===== src/hw/rtl/adam_pkg.sv =====
// shared types, constants and codes for the adam optimizer update block
package adam_pkg;

    localparam int NUM_PARAMS_DEF = 4096;
    localparam int IDX_W = 12;
    localparam int DIV_W = 64;
    localparam int SQRT_W = 64;

    localparam logic [24:0] ONE_Q24 = 25'h1000000;
    localparam logic [23:0] LR_RESET = 24'd16777;
    localparam logic [23:0] B1_RESET = 24'd15099494;
    localparam logic [23:0] B2_RESET = 24'd16760439;
    localparam logic [31:0] EPS_RESET = 32'd429;

    localparam logic [1:0] CFG_LEARNING_RATE = 2'd0;
    localparam logic [1:0] CFG_FIRST_DECAY = 2'd1;
    localparam logic [1:0] CFG_SECOND_DECAY = 2'd2;
    localparam logic [1:0] CFG_STABILIZER = 2'd3;

    typedef enum logic [4:0] {
        ST_CLEAR,
        ST_IDLE,
        ST_REDUCE,
        ST_READ,
        ST_MUL_A,
        ST_MUL_B,
        ST_SUM_M,
        ST_SQ,
        ST_G2,
        ST_MUL_C,
        ST_MUL_D,
        ST_SUM_V,
        ST_DIV1,
        ST_WAIT1,
        ST_DIV2,
        ST_WAIT2,
        ST_SQRT,
        ST_WAITS,
        ST_PREP3,
        ST_DIV3,
        ST_WAIT3,
        ST_FINAL
    } state_t;

    typedef enum logic [4:0] {
        OP_NONE,
        OP_CLEAR,
        OP_LOAD,
        OP_REDUCE,
        OP_READ,
        OP_MUL_A,
        OP_MUL_B,
        OP_SUM_M,
        OP_SQ,
        OP_G2,
        OP_MUL_C,
        OP_MUL_D,
        OP_SUM_V,
        OP_DIV1,
        OP_TAKE_M,
        OP_DIV2,
        OP_TAKE_V,
        OP_SQRT,
        OP_TAKE_R,
        OP_PREP3,
        OP_DIV3,
        OP_TAKE_S,
        OP_FINAL
    } op_t;

    typedef struct packed {
        op_t op;
    } cmd_t;

    typedef struct packed {
        logic clr_last;
        logic idx_ge;
        logic div_done;
        logic sqrt_done;
    } status_t;

endpackage


===== src/hw/rtl/adam_ctrl.sv =====
// controller state machine sequencing the memory clear after reset and the datapath for one item
module adam_ctrl
    import adam_pkg::*;
(
    input  logic    clk,
    input  logic    rst_n,
    input  logic    start,
    input  status_t status,
    output cmd_t    cmd,
    output logic    busy
);

    state_t state_reg, state_next;

    always_ff @(posedge clk or negedge rst_n)
    begin
        if (!rst_n)
            state_reg <= ST_CLEAR;
        else
            state_reg <= state_next;
    end

    always_comb
    begin
        state_next = state_reg;
        unique case (state_reg)
            ST_CLEAR:  state_next = status.clr_last ? ST_IDLE : ST_CLEAR;
            ST_IDLE:   state_next = start ? ST_REDUCE : ST_IDLE;
            ST_REDUCE: state_next = status.idx_ge ? ST_REDUCE : ST_READ;
            ST_READ:   state_next = ST_MUL_A;
            ST_MUL_A:  state_next = ST_MUL_B;
            ST_MUL_B:  state_next = ST_SUM_M;
            ST_SUM_M:  state_next = ST_SQ;
            ST_SQ:     state_next = ST_G2;
            ST_G2:     state_next = ST_MUL_C;
            ST_MUL_C:  state_next = ST_MUL_D;
            ST_MUL_D:  state_next = ST_SUM_V;
            ST_SUM_V:  state_next = ST_DIV1;
            ST_DIV1:   state_next = ST_WAIT1;
            ST_WAIT1:  state_next = status.div_done ? ST_DIV2 : ST_WAIT1;
            ST_DIV2:   state_next = ST_WAIT2;
            ST_WAIT2:  state_next = status.div_done ? ST_SQRT : ST_WAIT2;
            ST_SQRT:   state_next = ST_WAITS;
            ST_WAITS:  state_next = status.sqrt_done ? ST_PREP3 : ST_WAITS;
            ST_PREP3:  state_next = ST_DIV3;
            ST_DIV3:   state_next = ST_WAIT3;
            ST_WAIT3:  state_next = status.div_done ? ST_FINAL : ST_WAIT3;
            ST_FINAL:  state_next = ST_IDLE;
            default:   state_next = ST_IDLE;
        endcase
    end

    always_comb
    begin
        cmd.op = OP_NONE;
        busy = 1'b1;
        unique case (state_reg)
            ST_CLEAR:  cmd.op = OP_CLEAR;
            ST_IDLE:
            begin
                busy = 1'b0;
                cmd.op = start ? OP_LOAD : OP_NONE;
            end
            ST_REDUCE: cmd.op = OP_REDUCE;
            ST_READ:   cmd.op = OP_READ;
            ST_MUL_A:  cmd.op = OP_MUL_A;
            ST_MUL_B:  cmd.op = OP_MUL_B;
            ST_SUM_M:  cmd.op = OP_SUM_M;
            ST_SQ:     cmd.op = OP_SQ;
            ST_G2:     cmd.op = OP_G2;
            ST_MUL_C:  cmd.op = OP_MUL_C;
            ST_MUL_D:  cmd.op = OP_MUL_D;
            ST_SUM_V:  cmd.op = OP_SUM_V;
            ST_DIV1:   cmd.op = OP_DIV1;
            ST_WAIT1:  cmd.op = status.div_done ? OP_TAKE_M : OP_NONE;
            ST_DIV2:   cmd.op = OP_DIV2;
            ST_WAIT2:  cmd.op = status.div_done ? OP_TAKE_V : OP_NONE;
            ST_SQRT:   cmd.op = OP_SQRT;
            ST_WAITS:  cmd.op = status.sqrt_done ? OP_TAKE_R : OP_NONE;
            ST_PREP3:  cmd.op = OP_PREP3;
            ST_DIV3:   cmd.op = OP_DIV3;
            ST_WAIT3:  cmd.op = status.div_done ? OP_TAKE_S : OP_NONE;
            ST_FINAL:  cmd.op = OP_FINAL;
            default:   cmd.op = OP_NONE;
        endcase
    end

endmodule

===== config.mk =====
export PLATFORM = sky130hd
export DESIGN_NAME = adam_ctrl
export DESIGN_NICKNAME = d
export VERILOG_FILES = /design/src/hw/rtl/adam_pkg.sv /design/src/hw/rtl/adam_ctrl.sv
export SDC_FILE = /design/constraint.sdc
export NUM_CORES = 1
export LEC_CHECK = 0
export ABC_CLOCK_PERIOD_IN_PS = 4090
export BUFFER_PORTS_ARGS = -buffer_cell sky130_fd_sc_hd__buf_2
export CORE_MARGIN = 2
export CORE_UTILIZATION = 40
export CTS_CLUSTER_DIAMETER = 40
export DETAILED_ROUTE_END_ITERATION = 12
export PLACE_DENSITY = 0.61
export SKIP_CTS_REPAIR_TIMING = 1
export SYNTH_ARGS = -nofsm -noshare
export SYNTH_HDL_FRONTEND = slang
export SYNTH_SLANG_ARGS = --single-unit

===== constraint.sdc =====
create_clock -name clk -period 4.09 [get_ports clk]
set_clock_uncertainty 0.1 [all_clocks]
set_input_delay 0.409 -clock clk [delete_from_list [all_inputs] [get_ports clk]]
set_output_delay 0.409 -clock clk [all_outputs]
set_load 0.01 [all_outputs]

==> results.yml <==
timing:
  worst_pin_slew_ns: 0.6826
  max-slew-margin-rel: 0.5449
  worst_slack_ns: 1.734
  setup_tns_ns: 0
  period_share: 0.5761
  drv_slew: 0
  setup_viol: 0
  finalCriticalPeriod_ns: 2.356
  fmax_mhz: 424.4
  finalHoldViolCount: 0
  rsz0062_at_grt: "false"
synth:
  synth_compound_area_frac: 0.3581
  synth_simple_gate_area_frac: 0.3116
  syn_avg_cell_area_um2: 7.472
  muxShareOfSynthArea: 0
  synth_top_cell_by_area: "dfrtp_1"
  syn_inst: 72
  synth_area_um2: 538.0
  yosysWarnings: 0
  synth_top_area_frac: 0.2326
  ys_top_cells_by_area: "dfrtp_1 (23%), nor2_1 (5.6%), a2111oi_4 (5.1%), a21oi_1 (3.7%), o21ai_0 (3.7%)"
  synth_top_family_by_area: "compound AO/OA/AOI/OAI gates"
  synth_cell_types: 35
  synth_xor_area_frac: 0
  syn-num-nets: 79
  ys_ff_latch: 5
  synthAdderAreaFrac: 0
  seq_area_frac_synth: 0.2326
routing:
  ant_nets: 0
  dr_total_vias: 576
  via_per_inst: 5.878
  drt_wl_total_um: 1304
  drt-wirelength-per-cell_um: 13.31
  drc: 0
  drtIter0Drc: 27
  drtPass1Iterations: 4
clock_tree:
  clockRootBuffer: "clkbuf_4"
  insertion_delay_ns: 0.25
  cts_buffer_depth: 2
  cts_buffers: 3
  htreeDepth: 1
  cts.sink_count: 5
  clkTransAtPathRegs_ns: 0.05
  cts_tree: "done"
critical_path:
  arrival_ns: 1.85
  worst_path_largest_cell_delay_ns: 0.61
  crit_path_top_delay_cell: "dfrtp_1"
  crit_path_cell_trace: "and2b_1 > nand2_2 > a2111oi_4 > or3_1 > buf_2"
  critical_path_class: "reg -> out"
  crit_path_end_kind: "primary output"
  cp_data_required_time_ns: 3.58
  cp_max_fo: 13
  start_kind: "register"
pwr:
  powerDensity_nw_per_um2: 818.6
  ir_drop_uv: 492.5
  p_leak_nw: 0.2581
  power_w: 0.0005049
place:
  io_buffers: 12
  post-place-ws_ns: 2.010
  dp_cells: 93
  placed_cell_area_um2: 579.3
  place_congestion: 0.7972
  hpwl_um: 909
grt:
  met2_usage: 0.2698
  busiest_layer: "met2"
  antenna_found_initial: 0
  grt_start_max_net_pins: 23
  grt_util_met1: 0.2492
  grt_usage: 0.1907
  grt_pass1_vias: 435
  use_met3: 0.04891
  grt_pass1_wl_um: 1966
  overflow: 0
floorplanning:
  num_rows: 13
  die_w_um: 40.68
  num_io_pins: 13
  die_h_um: 40.68
  start_util: 0.4187
  dieArea_um2: 1654
  design.core.area_um2: 1285
layout:
  instances_no_fill: 98
  drive_gt1_frac: 0.2410
  largest_reg_flops: 5
  n_antenna_cell: 0
  finish.instance_area_um2: 616.8
  fin_nets: 91
  area_growth_pct: 14.65
worst_hold_path:
  hp-class: "in -> reg"
status:
  outcome: "complete, no violations"
run:
  drv_cap: 0
## layer usage
metal  vias to the layer above  share of wire
met5                         -              0
met4                         0          0.011
met3                         2          0.034
met2                        14           0.47
met1                       269           0.48
li1                        291              -
## final cells by class
type | count | area (um^2)
clock inverters | 1 | 5.005
clock buffers | 3 | 22.52
well taps | 15 | 18.77
fillers | 129 | 668.1
repair buffers | 13 | 70.07
flip-flops and latches | 5 | 125.1
inverters | 4 | 15.01
multi-input cells | 57 | 360.3
## through the flow
| stage | util | hold WS, ns |
|---|---|---|
| 2_1_floorplan | - | 0.01341 |
| 3_3_place_gp | 0.4508 | 0.1265 |
| 3_5_place_dp | 0.4508 | 0.1332 |
| 4_1_cts | 0.4722 | -0.1378 |
| 5_1_grt | 0.4800 | 0.4161 |
| 6_report | 0.4800 | 0.3933 |
## synth_stat cells
library cell  instances
dfrtp_1               5
a41o_1                1
nand2_2               1
nand2b_1              3
a211oi_1              1
inv_1                 4
o21bai_1              1
a21oi_1               4
nand4_1               1
buf_6                 1
buf_4                 1
and2_1                1
a221o_1               1
o21ai_0               4
clkbuf_1              1
nand2_1               5
a41oi_1               2
a31oi_1               2
nor3_1                3
nand2b_2              1
a31o_1                1
o22ai_1               2
nor2b_1               3
nor4_1                1
or3_1                 1
nand3_1               1
a311oi_1              1
a2111oi_4             1
o21ai_1               3
and2b_1               1
o211ai_1              1
a21o_1                1
buf_2                 3
nor2_1                8
nand2b_4              1
## power breakdown
part	leakage (nW)	internal, W	total, W	switching, W
combinational	0.180	0.000135	0.000276	0.000140
sequential	0.0599	0.0000723	0.000171	0.0000988
clock	0.0177	0.0000355	0.0000582	0.0000227
## placed cells by master (no fill, tap or decap), types with 2 or more instances in the layout
master | Yosys | routed
buf_2 | 3 | 12
nor2_1 | 8 | 8
nand2_1 | 5 | 5
dfrtp_1 | 5 | 5
inv_1 | 4 | 4
o21ai_0 | 4 | 4
a21oi_1 | 4 | 4
nor3_1 | 3 | 3
nand2b_1 | 3 | 3
nor2b_1 | 3 | 3
o21ai_1 | 3 | 3
clkbuf_4 | 0 | 3
a31oi_1 | 2 | 2
o22ai_1 | 2 | 2
a41oi_1 | 2 | 2
## cells by family after synthesis
group / count (synthesis)
AND/OR/NAND/NOR: 31
AO/OA/AOI/OAI: 26
buffers and inverters: 10
flip-flops: 5
## path summary, 6_finish.rpt
check,to,slack (ns),start,depth (start not counted)
min in group asynchronous,state_reg[2]$_DFF_PN0_,0.41,rst_n,2
setup / recovery,cmd[4],1.73,state_reg[0]$_DFF_PN0_,5
setup reg to reg,state_reg[1]$_DFF_PN0_,2.45,state_reg[0]$_DFF_PN0_,4
max in group asynchronous,state_reg[4]$_DFF_PN0_,3.35,rst_n,2
hold reg to reg,state_reg[3]$_DFF_PN0_,0.62,state_reg[4]$_DFF_PN0_,1
hold / removal,state_reg[0]$_DFF_PN0_,0.39,status[2],4
## critical path: cells and delay by family, from the launching register on
kind	cells	cell delay, ns
DFF	1	0.61
and+or+nand+nor	3	0.46
AOI/OAI and AO/OA	1	0.41
buffers and inverters	1	0.12
(Power assumes the default switching activity.)
